==> config.mk <==
export PLATFORM = sky130hd
export DESIGN_NAME = sedd_cell
export DESIGN_NICKNAME = d
export VERILOG_FILES = /design/src/hdl/sedd_pkg.sv /design/src/hdl/sedd_cell.sv
export SDC_FILE = /design/constraint.sdc
export NUM_CORES = 1
export LEC_CHECK = 0
export ABC_CLOCK_PERIOD_IN_PS = 800
export CAP_MARGIN = 25
export CORE_MARGIN = 2
export CORE_UTILIZATION = 40
export CTS_CLUSTER_SIZE = 24
export DETAILED_ROUTE_END_ITERATION = 6
export DONT_BUFFER_PORTS = 1
export GPL_TIMING_DRIVEN = 0
export HOLD_SLACK_MARGIN = 0.1
export PLACE_DENSITY = 0.68
export SLEW_MARGIN = 20
export SYNTH_ARGS = -nofsm -noshare
export SYNTH_HDL_FRONTEND = slang
export SYNTH_SLANG_ARGS = --single-unit
==> constraint.sdc <==
create_clock -name clock -period 0.8 [get_ports clock]
set_input_delay 0.04 -clock clock [delete_from_list [all_inputs] [get_ports clock]]
set_output_delay 0.04 -clock clock [all_outputs]
set_load 0.01 [all_outputs]
==> src/hdl/sedd_pkg.sv <==
`timescale 1ns / 1ps
// ----------------------------------------------------------------------------
// Smooth-extrema DMP detector package
// Shared constants, payload types and register indexes.
// ----------------------------------------------------------------------------
package sedd_pkg;

   localparam int VALUE_BITS_DEF = 32;
   localparam int FRAC_BITS_DEF  = 16;
   localparam int TOL_BITS       = 16;
   localparam int WIN            = 7;
   localparam int CSR_IDX_BITS   = 3;
   localparam int CSR_DATA_BITS  = 31;
   localparam int ALPHA_BITS     = FRAC_BITS_DEF + 1;

   localparam logic [CSR_IDX_BITS-1:0] REG_REL_TOL      = 3'd0;
   localparam logic [CSR_IDX_BITS-1:0] REG_ABS_TOL      = 3'd1;
   localparam logic [CSR_IDX_BITS-1:0] REG_ROUNDOFF_TOL = 3'd2;
   localparam logic [CSR_IDX_BITS-1:0] REG_GLOBAL_SCALE = 3'd3;
   localparam logic [CSR_IDX_BITS-1:0] REG_TOL_MODE     = 3'd4;
   localparam logic [CSR_IDX_BITS-1:0] REG_SMOOTH_EXEMPT = 3'd5;

   typedef struct packed {
      logic signed [VALUE_BITS_DEF-1:0] ref_value;
      logic signed [VALUE_BITS_DEF-1:0] cand_value;
      logic                             line_start;
   } req_type;

   typedef struct packed {
      logic                  trouble;
      logic                  dmp_violation;
      logic [ALPHA_BITS-1:0] smooth_alpha;
   } rsp_type;

   // Settings for the tolerance checks and the smooth-extrema exemption.
   typedef struct packed {
      logic [15:0] rel_tol;
      logic [30:0] abs_tol;
      logic [15:0] roundoff_tol;
      logic [30:0] global_scale;
      logic        tol_mode;
      logic        use_smooth_exempt;
   } csr_type;

   // Register values after reset: smooth extrema are exempt, all else is zero.
   localparam csr_type CSR_RESET = '{
      rel_tol:           16'd0,
      abs_tol:           31'd0,
      roundoff_tol:      16'd0,
      global_scale:      31'd0,
      tol_mode:          1'b0,
      use_smooth_exempt: 1'b1
   };

endpackage

==> src/hdl/sedd_cell.sv <==
`timescale 1ns / 1ps
// ----------------------------------------------------------------------------
// Window cell
// One stage of the sliding window: holds one value and its line-fill flag
// and hands them to the next cell whenever the window shifts.
// ----------------------------------------------------------------------------
module sedd_cell #(
   parameter int VALUE_BITS = sedd_pkg::VALUE_BITS_DEF
) (
   input  logic                         clock,
   input  logic                         reset,
   input  logic                         shift,
   input  logic                         clear_fill,
   input  logic signed [VALUE_BITS-1:0] value_in,
   input  logic                         fill_in,
   output logic signed [VALUE_BITS-1:0] value_out,
   output logic                         fill_out
);
   import sedd_pkg::*;

   logic signed [VALUE_BITS-1:0] value_ff;
   logic                         fill_ff;
   logic                         fill_in_w;

   // A new line invalidates every older cell.
   assign fill_in_w = fill_in & ~clear_fill;

   always_ff @(posedge clock) begin
      if (shift) begin
         value_ff <= value_in;
      end
   end

   always_ff @(posedge clock) begin
      if (reset) begin
         fill_ff <= 1'b0;
      end else if (shift) begin
         fill_ff <= fill_in_w;
      end
   end

   assign value_out = value_ff;
   assign fill_out  = fill_ff;
endmodule

### Yosys cells after proc, flatten, opt, wreduce, memory -nomap -nowiden

Index checks and enable logic that the tools add are counted.

* bitwise operators: 2

Operator list (number)
* 1-bit AND: 1
* 1-bit inverter: 1

* register bits after elaboration: 33
* input bits: 37
* output and inout bits: 33

### Logic depth before layout (Yosys ltp)

* depth after elaboration: 2
* mapped depth: 2

### Worst setup path after synthesis

No wires, ideal clock.

* kind: flip-flop to flip-flop
* start point: register fill_out (netlist name)
* end point: register fill_ff, in the netlist fill_out
* setup time: 66 ps
* arrival time: 524 ps
* slack: 210 ps
* stages on the path, launching flop included: 3
* buffers on the path: 0
* clock period less this slack: 590 ps
* path through: dfxtp_1 nand2b_1 a21oi_2

RTL lines
* end signal: assignment: line sedd_cell.sv:38 `fill_ff <= fill_in_w;`
* end: declaration: line sedd_cell.sv:22 `logic fill_ff;`

### Final worst setup path

* start point: register value_ff[7], in the netlist value_out[7]
* end point: output value_out[7]

RTL lines
* start: declaration: line sedd_cell.sv:21 `logic signed [VALUE_BITS-1:0] value_ff;`
* start signal: assignment: line sedd_cell.sv:30 `value_ff <= value_in;`
* end: declaration: line sedd_cell.sv:16 `output logic signed [VALUE_BITS-1:0] value_out,`

No word-level cell between the ends.

==> out/results.ini <==
[finish]
fillers=205
drive_gt1_frac=0.08974
area_delta_synth_final_pct=42.64
nNetsFinal=114
instances_no_fill=108
regArea_um2=980.9
num_antenna_cells=0
fin_util=0.5885
multiInputGateArea_um2=22.52

[critical_path]
start_kind=flip-flop
cp_data_arrival_time_ns=0.76
cp_max_fo=1
end_kind=output pin
rr_worst_depth=2
criticalPathCategory=flip-flop to output pin
cp.depth=0
cp.required_ns=0.76

[synth]
synthTopCellsByArea=edfxtp_1, dfxtp_1, a21oi_2
ys_seq_area_frac=0.9776
synthCells=36
async_reset_ff_frac=0
syn_area_per_cell_um2=27.87
yosysMostFrequentCell=edfxtp_1
synth_top_area_frac=0.9576
synth-edff-count=32
synth_seq_cells=33
synth_top_flop_cell=edfxtp_1
yosysTopAreaCell=edfxtp_1
synthesis.nets=73
yosys_warnings=0
netlist_area_um2=1003
synth.top_cells.by_count=edfxtp_1, a21oi_2, dfxtp_1, nand2b_1, nand3b_1
ys_types=5

[cts]
clk_latency_ns=0.31
clk_pin_slew_worst_paths_ns=0.09
ctsHoldBuffers=34
cts.repair.resized=0
cts_tree=built
cts_sinks=33
cts_buffer_depth=2
ctsHtreeMaxLevel=2
post-cts-setup-buffer-count=0
cts_made_buffers=5
cts_root_buffer=clkbuf_4

[drt]
routedWlPerCell_um=16.01
final_antenna_net_count=0
vias=499
drc=0
routed_wl_um=1729
drtIter0Drc=3
viasPerCell=4.620
drt_first_pass_iters=4

[place]
placedCellCount=66
place_congestion=0.5921
place_ws_ns=0.1779
port_buffers=0

[floorplan]
dieArea_um2=2925
dieHeight_um=54.09
fp.dieW_um=54.09
rows=18
start_util=0.4126
core_um2=2432
ios=70

[run]
drv_cap=0

[global_routing]
grt-ovfl-total=0
grt_pass1_vias=489
grt.total_usage=0.1257
grt_max_degree=35
grt_pass1_wl_um=2256
grt_antenna_before_repair=0

[hold_path]
hp-class=input pin to flip-flop
hold_depth=0

[sta]
hold_viol_final=33
min_period_ns=0.8043
timing.final.ws_setup_ns=-0.004253
slew_headroom=0.9031
min_period_over_period=1.005
whs_ns=-0.1696
rsz0062_at_grt=yes
worstMarginPinSlew_ns=0.1452
drv_slew=0
finalSetupViolations=3
setup_tns_ns=-0.008308
max_freq_ghz=1.243
skew_ns=0

[pwr]
fin_total_pwr_mw=3.107
powerDensity_nw_per_um2=2170
p_leak_nw=0.4974
vdd_drop_max_mv=1.647

[status]
status=finished with violations
violations=negative hold slack, negative setup slack

-- final timing paths --
path	from	endpoint	slack [ns]
max reg2reg	fill_out	fill_out	0.16
min	shift	value_out[4]	-0.17
max	value_out[7]	value_out[7]	-0.004
min reg2reg	fill_out	fill_out	0.53
-- logic make-up (layout without fill, tap and decap cells) --
family,count (synthesis),in the layout,synth area share
buf+inv,0,42,0
simple gates,2,2,0.01372
compound gates,1,1,0.008730
flops,33,33,0.9776
-- metal layers --
layer / track usage / part of all wire / vias up
li1: - / - / 228
met1: 0.1038 / 0.30 / 226
met2: 0.2053 / 0.56 / 37
met3: 0.08333 / 0.11 / 8
met4: 0.1000 / 0.028 / 0
met5: 0 / 0 / -
-- flip-flops by register name, indices dropped and copies added, names as in the netlist --
| signal | count |
|---|---|
| value_out | 32 |
| fill_out | 1 |
-- cell type report --
| cell class | count | share of cell area |
|---|---|---|
| repair buffers | 34 | 0.2378 |
| well taps | 30 | 0.02622 |
| clock inverters | 3 | 0.008741 |
| clock buffers | 5 | 0.02622 |
| flip-flops and latches | 33 | 0.6853 |
| multi-input cells | 3 | 0.01573 |
-- layout by cell type (no fill, tap or decap), drive strengths merged --
cell type    count
dlygate4sd3     34
edfxtp          32
clkbuf           5
clkinv           3
nand2b           1
nand3b           1
a21oi            1
dfxtp            1
-- power by group --
| part | internal (mW) | switching (mW) |
|---|---|---|
| logic | 0.113 | 0.0248 |
| registers | 2.05 | 0.121 |
| clock network | 0.317 | 0.479 |
-- through the flow --
stage	hold WS (ns)	cell area, µm²
after floorplan	0.1024	1003
after global placement	0.1037	1041
after detailed placement	0.1048	1041
after CTS	-0.1921	1431
after global routing	-0.2107	1431
final	-0.1696	1431
-- what timing repair did --
item,4_1_cts,5_1_grt
hold endpoints to repair,65,33
cloned,0,0
endpoints found under the setup margin,32,32
pin swaps,0,0
(Power assumes the default switching activity.)
