--- config.mk ---
export PLATFORM = sky130hd
export DESIGN_NAME = sedd_divider
export DESIGN_NICKNAME = d
export VERILOG_FILES = /design/src/hdl/sedd_pkg.sv /design/src/hdl/sedd_divider.sv
export SDC_FILE = /design/constraint.sdc
export NUM_CORES = 1
export LEC_CHECK = 0
export BUFFER_PORTS_ARGS = -buffer_cell sky130_fd_sc_hd__buf_2
export CAP_MARGIN = 15
export CORE_MARGIN = 3
export CORE_UTILIZATION = 55
export CTS_CLUSTER_DIAMETER = 30
export CTS_CLUSTER_SIZE = 40
export DETAILED_ROUTE_END_ITERATION = 6
export HOLD_SLACK_MARGIN = 0.03
export PLACE_DENSITY = 0.84
export SLEW_MARGIN = 10
export SYNTH_ARGS = -nofsm -noshare
export SYNTH_HDL_FRONTEND = slang
export SYNTH_SLANG_ARGS = --single-unit
export TNS_END_PERCENT = 50
--- constraint.sdc ---
create_clock -name clock -period 7.7 [get_ports clock]
set_clock_uncertainty 0.05 [all_clocks]
set_input_delay 0.77 -clock clock [delete_from_list [all_inputs] [get_ports clock]]
set_output_delay 0.77 -clock clock [all_outputs]
set_load 0.05 [all_outputs]
--- src/hdl/sedd_pkg.sv ---
`timescale 1ns / 1ps
// ----------------------------------------------------------------------------
// Smooth-extrema DMP detector package
// Shared constants, payload types and register indexes.
// ----------------------------------------------------------------------------
package sedd_pkg;

   localparam int VALUE_BITS_DEF = 32;
   localparam int FRAC_BITS_DEF  = 16;
   localparam int TOL_BITS       = 16;
   localparam int WIN            = 7;
   localparam int CSR_IDX_BITS   = 3;
   localparam int CSR_DATA_BITS  = 31;
   localparam int ALPHA_BITS     = FRAC_BITS_DEF + 1;

   localparam logic [CSR_IDX_BITS-1:0] REG_REL_TOL      = 3'd0;
   localparam logic [CSR_IDX_BITS-1:0] REG_ABS_TOL      = 3'd1;
   localparam logic [CSR_IDX_BITS-1:0] REG_ROUNDOFF_TOL = 3'd2;
   localparam logic [CSR_IDX_BITS-1:0] REG_GLOBAL_SCALE = 3'd3;
   localparam logic [CSR_IDX_BITS-1:0] REG_TOL_MODE     = 3'd4;
   localparam logic [CSR_IDX_BITS-1:0] REG_SMOOTH_EXEMPT = 3'd5;

   typedef struct packed {
      logic signed [VALUE_BITS_DEF-1:0] ref_value;
      logic signed [VALUE_BITS_DEF-1:0] cand_value;
      logic                             line_start;
   } req_type;

   typedef struct packed {
      logic                  trouble;
      logic                  dmp_violation;
      logic [ALPHA_BITS-1:0] smooth_alpha;
   } rsp_type;

   // Settings for the tolerance checks and the smooth-extrema exemption.
   typedef struct packed {
      logic [15:0] rel_tol;
      logic [30:0] abs_tol;
      logic [15:0] roundoff_tol;
      logic [30:0] global_scale;
      logic        tol_mode;
      logic        use_smooth_exempt;
   } csr_type;

   // Register values after reset: smooth extrema are exempt, all else is zero.
   localparam csr_type CSR_RESET = '{
      rel_tol:           16'd0,
      abs_tol:           31'd0,
      roundoff_tol:      16'd0,
      global_scale:      31'd0,
      tol_mode:          1'b0,
      use_smooth_exempt: 1'b1
   };

endpackage

--- src/hdl/sedd_divider.sv ---
`timescale 1ns / 1ps
// ----------------------------------------------------------------------------
// Alpha ratio divider
// Restoring divider, one quotient bit per cycle, returning
// floor(num * 2^FRAC_BITS / den) clipped to one.
// ----------------------------------------------------------------------------
module sedd_divider #(
   parameter int NUM_BITS  = 36,
   parameter int FRAC_BITS = sedd_pkg::FRAC_BITS_DEF
) (
   input  logic                 clock,
   input  logic                 reset,
   input  logic                 start,
   input  logic [NUM_BITS-1:0]  num,
   input  logic [NUM_BITS-1:0]  den,
   output logic                 done,
   output logic [FRAC_BITS:0]   quot
);
   import sedd_pkg::*;

   localparam int CNT_BITS = $clog2(FRAC_BITS + 1);

   logic [NUM_BITS:0]   rem_ff, rem_in, rem_sh;
   logic [NUM_BITS-1:0] den_ff;
   logic [FRAC_BITS:0]  quot_ff, quot_in;
   logic [CNT_BITS-1:0] cnt_ff, cnt_in;
   logic                busy_ff, busy_in, done_ff, done_in;

   // One quotient bit per step.
   always_comb begin
      rem_in  = rem_ff;
      quot_in = quot_ff;
      cnt_in  = cnt_ff;
      busy_in = busy_ff;
      done_in = 1'b0;
      rem_sh  = {rem_ff[NUM_BITS-1:0], 1'b0};
      if (start) begin
         if (num >= den) begin
            quot_in = {1'b1, {FRAC_BITS{1'b0}}};
            done_in = 1'b1;
            busy_in = 1'b0;
         end else begin
            rem_in  = {1'b0, num};
            quot_in = '0;
            cnt_in  = CNT_BITS'(FRAC_BITS);
            busy_in = 1'b1;
         end
      end else if (busy_ff) begin
         if (rem_sh >= {1'b0, den_ff}) begin
            rem_in  = rem_sh - {1'b0, den_ff};
            quot_in = {quot_ff[FRAC_BITS-1:0], 1'b1};
         end else begin
            rem_in  = rem_sh;
            quot_in = {quot_ff[FRAC_BITS-1:0], 1'b0};
         end
         cnt_in = cnt_ff - 1'b1;
         if (cnt_ff == CNT_BITS'(1)) begin
            busy_in = 1'b0;
            done_in = 1'b1;
         end
      end
   end

   always_ff @(posedge clock) begin
      rem_ff  <= rem_in;
      quot_ff <= quot_in;
      cnt_ff  <= cnt_in;
      if (start) begin
         den_ff <= den;
      end
   end

   always_ff @(posedge clock) begin
      if (reset) begin
         busy_ff <= 1'b0;
         done_ff <= 1'b0;
      end else begin
         busy_ff <= busy_in;
         done_ff <= done_in;
      end
   end

   assign done = done_ff;
   assign quot = quot_ff;
endmodule

# Yosys cells after proc, flatten, opt, wreduce, memory -nomap -nowiden

Index checks and enable logic that the tools add are counted.

Flip-flop bits (word level): 96
Input port bits: 75
Output and inout bits: 18

Add/sub/neg operators: 2
Order comparisons: 2
Eq/ne operators: 2
Multiplexer cells: 19
Reduce and logical (&&, ||, !) cells: 2

Operator list:

| kind                  | number |
|---|---|
| $mux W36              | 4 |
| $mux W17              | 3 |
| $ge A37 B36 Y1        | 1 |
| $ge A36 B36 Y1        | 1 |
| $sub A36 B36 Y36      | 1 |
| $mux W5               | 3 |
| $mux W1               | 9 |
| $eq A5 B1 Y1 const B  | 1 |
| $sub A5 B1 Y5 const B | 1 |
| $ne A2 B2 Y1 const B  | 1 |
| $reduce_and A2 Y1     | 1 |
| $reduce_bool A2 Y1    | 1 |

# Longest topological paths before layout

Depth after elaboration: 4
Mapped depth: 14
Depth with buffers taken out: 10

# Worst setup path after synthesis

No wires, ideal clock.

Path kind: input port to flip-flop
Start point: input den[9]
End point: register cnt_ff[0] (enable)
Library setup time: 399 ps
Arrival: 2893 ps
Path slack: 4358 ps
Stages on the path: 9
Buffers on the path: 0
Cell sequence: inv_1 ha_1 a21o_1 a21o_1 a221oi_1 o211ai_1 a21oi_1 o31ai_1 nand2_1

Word-level cells in the longest chain between the ends: 3

Ends and longest elaborated chain:

| element                            | line               | RTL |
|---|---|---|
| from (decl)                        | sedd_divider.sv:15 | `input logic [NUM_BITS-1:0] den,` |
| $ge A36 B36 Y1                     | sedd_divider.sv:38 | `if (num >= den) begin` |
| $ne A2 B2 Y1 (no source line)      | n/a                |  |
| $reduce_and A2 Y1 (no source line) | n/a                |  |
| to (signal assigned)               | sedd_divider.sv:67 | `cnt_ff <= cnt_in;` |
| to (decl)                          | sedd_divider.sv:26 | `logic [CNT_BITS-1:0] cnt_ff, cnt_in;` |

Every way passes these cells.
A chain may end at the register's enable or synchronous reset.

# Worst setup path after layout

Start point: register rem_ff[3]
End point: register rem_ff[25] (data pin)

Word-level cells in the longest chain between the ends: 4
Elaborated cells on any way between the ends: 5
Those cells by class: add/sub (1); order compare (1); mux (3)

Ends and longest elaborated chain:

| element                                            | line                                   | RTL |
|---|---|---|
| from (decl)                                        | sedd_divider.sv:23                     | `logic [NUM_BITS:0] rem_ff, rem_in, rem_sh;` |
| from (signal assigned)                             | sedd_divider.sv:65                     | `rem_ff <= rem_in;` |
| $sub A36 B36 Y36 or $ge A37 B36 Y1 (tied branches) | sedd_divider.sv:50, sedd_divider.sv:49 |  |
| $mux W36 (*)                                       | sedd_divider.sv:49                     | `if (rem_sh >= {1'b0, den_ff}) begin` |
| $mux W36 (*)                                       | sedd_divider.sv:48                     | `end else if (busy_ff) begin` |
| $mux W36 (*)                                       | sedd_divider.sv:37                     | `if (start) begin` |
| named net rem_in[25]                               | sedd_divider.sv:23                     |  |

The timed path passes the listed nets; every way through them passes the cells marked *. The select of a mux whose other input is x is not followed.

==> metrics.md <==
| Metric | Value |
|---|---|
| Outcome | completed |
| Die W | 120.5 um |
| Finished Layout Cells | about 1000 |
| Path depth of the worst reg2reg path | 10 |
| Clock Path Buffers | 2 |
| Tot GR Track Use | 0.2312 |
| Most common cell in the netlist | edfxtp_1 |
| CTS Sinks | 96 |
| Io pins | 93 |
| Slew margin rel. | 0.4717 |
| Crit-path cells | ha_1, a21o_1, a32o_1, o311ai_1, a31oi_2, o21ai_4, and2_1, buf_4, nor2_2, a221o_1 |
| Drt initial violations | 417 |
| WP data required | 7.76 ns |
| Fill cells | approximately 1100 |
| RSZ-0062 raised after global routing | no |
| TritonCTS clock tree | done |
| Initial core utilization | 0.5672 |
| Vias in the first global route | 5599 |
| Mapped Cells | 739 |
| Final Hold Viols | 0 |
| Min cycle time layout | 4.026 ns |
| Multi-input gate area | 0.003885 sq mm |
| Warnings, synthesis | 0 |
| TritonRoute pass-1 iters | 5 |
| Hold Path Cell Cnt | 1 |
| Leakage | 0.003768 uW |
| Syn nets | 889 |
| Dpl cells | 986 |
| Via count | 5787 |
| Largest net degree at the start of global routing | 60 |
| Antenna violations before repair | 0 |
| Ys async rst share | 0 |
| Die area | around 0.015 sq mm |
| Area occupied by registers | between 0.002 and 0.003 sq mm |
| Synthesis-to-finish area growth | 12.33% |
| Post-CTS sizing | 0 |
| Final core occ | 0.6371 |
| Syn avg cell area | 9.764 sq um |
| Crit path kind | flop to flop |
| Worst-margin pin slew | roughly 0.79 ns |
| First-pass GRT wire length | ~27 mm |
| Ant. Diodes | 0 |
| Cell area after layout | 0.008105 sq mm |
| Sequential area share after synthesis | 0.3967 |
| Wire per inst | 16.39 um |
| Peak supply drop | about 130 uV |
| Critical path endpoint category | flop |
| Top-area cell type share of the netlist area | 0.3912 |
| Final GP Congestion | 0.9239 |
| Row cnt | 41 |
| Post-Route WL | 16.42 mm |
| Max Transition Viols Final | 0 |
| Grt ovf | 0 |
| Synth cell count leaders | edfxtp_1, inv_1, ha_1, a21oi_1, nor2_1 |
| Hpwl dp | 12.31 mm |
| Prevailing post-synth register cell | edfxtp_1 |
| Fmax | 0.2484 GHz |
| PortBufs | 92 |
| Number of enable flip-flop cells after synthesis | 94 |
| Die Ht | 120.5 um |
| Root Buffer | clkbuf_16 |
| Core Box Area | 0.01272 sq mm |
| Clock-pin slew on the worst setup and hold paths | 0.07 ns |
| CP max-delay cell | and2_1 |
| Setup_tns | 0 ns |
| Top cells by area, synth | edfxtp_1, ha_1, inv_1, a21oi_1, a21o_1 |
| Type of element launching the critical path | flop |
| WP data arrival | slightly above 4 ns |
| Worst skew pair latency | 0.35 ns |
| DR vias/cell | a little under 6 |
| Cell area power density | 257.1 mW/mm^2 |
| Final setup viols | 0 |
| Hold WC Path Type | flop to flop |
| Final Cycle Share | 0.5229 |
| Hold buffer count at cts | 0 |
| Cts bufs inserted | 9 |
| Residual DRC | 0 |
| Layout Nets | 975 |
| Post-CTS setup buffers | 0 |
| Post-DP Area | 0.007799 sq mm |
| CP max stage delay | 0.68 ns |
| Mapped Area | 0.007216 sq mm |
| ANT nets after route | 0 |
| Yosys reg bits | 96 |
| Synth unique cells | 70 |
| Leading area contributor after synthesis | edfxtp_1 |
| Layout cells sized above 1 | 0.1940 |
| Max Cap Viol | 0 |
| Htree depth | 3 |
| CP max FO | 20 |
[registers in the layout, indices dropped and copies added (netlist names)]
| signal | cells |
|---|---|
| busy_ff | 1 |
| cnt_ff | 5 |
| den_ff | 36 |
| done | 1 |
| quot | 17 |
| rem_ff | 36 |
[routing by layer]
| metal | share of wire | track usage |
|---|---|---|
| met1 | 0.46 | 0.3213 |
| met5 | 0 | 0 |
| met4 | 0.011 | 0.06020 |
| met2 | 0.46 | 0.3755 |
| met3 | 0.062 | 0.04163 |
[final cells by class]
| cell class | instances | area share |
|---|---|---|
| Clock buffer | 12 | 0.02918 |
| Clock inverter | 4 | 0.008645 |
| Tap cell | 172 | 0.02655 |
| Inverter | 90 | 0.04168 |
| Sequential cell | 96 | 0.3532 |
| Timing Repair Buffer | 97 | 0.06144 |
| Multi-Input combinational cell | 531 | 0.4793 |
[stage by stage]
step	setup slack, ns	hold slack, ns	power (uW)
floorplan	4.358	0.5348	1417
global placement	3.839	0.4878	1588
detailed placement	3.713	0.4978	1603
CTS	3.708	0.5140	2080
global route	3.436	0.5335	2212
finish	3.674	0.5070	2084
[kinds of logic (layout without fill, tap and decap cells)]
| group | after synthesis | after routing | synth area share |
|---|---|---|---|
| AND/OR/NAND/NOR | 222 | 222 | 0.1620 |
| AO/OA/AOI/OAI | 208 | 208 | 0.2133 |
| buffers and inverters | 112 | 203 | 0.06485 |
| flip-flops | 96 | 96 | 0.3967 |
| adder cells (fa/ha/maj) | 75 | 75 | 0.1311 |
| XOR/XNOR | 24 | 24 | 0.02913 |
| multiplexers | 2 | 2 | 0.002948 |
[worst max-delay path: cells and delay by family (launching register included)]
kind | cells | cell delay [ns]
AO/OA/AOI/OAI | 6 | 1.65
AND/OR/NAND/NOR | 2 | 0.85
buffers and inverters | 1 | 0.44
flip-flops | 1 | 0.41
adder cells (fa/ha/maj) | 1 | 0.37
[power by group]
| part | total (uW) | leakage [uW] | internal [uW] | switching, uW |
|---|---|---|---|---|
| Combinational | 886 | 0.00267 | 348 | 538 |
| Clock | 472 | 0.000151 | 284 | 188 |
| Sequential | 726 | 0.000946 | 682 | 44.3 |
[cell usage in the layout (no fill, tap or decap), types with 4 or more instances in the layout]
cell type   n
o21ai_1     4
clkbuf_16   9
and2_1      7
nand3_1    18
buf_2      92
buf_4       5
nor2_1     49
a21o_1     37
or3_1       6
xor2_1     10
a31oi_2    19
o21a_1      4
xnor2_1    14
a211oi_1    6
nor3_1      8
edfxtp_1   94
o21ai_0    27
nor2b_1    20
o31ai_1     5
a21boi_0    5
a221o_1     5
nand2_2    18
o21bai_1    6
inv_1      89
a2bb2oi_1   6
nor4_1      4
a21oi_1    56
nand2_1    46
and4_1      6
nand4_1     9
ha_1       74
and3_1     13
[path summary, 6_finish.rpt]
check	startpoint	endpoint	slack (ns)
setup reg to reg	rem_ff[3]	rem_ff[25]	3.67
setup / recovery	rem_ff[3]	rem_ff[25]	3.67
hold reg to reg	quot[13]	quot[14]	0.51
hold / removal	quot[13]	quot[14]	0.51
(Power assumes the default switching activity.)
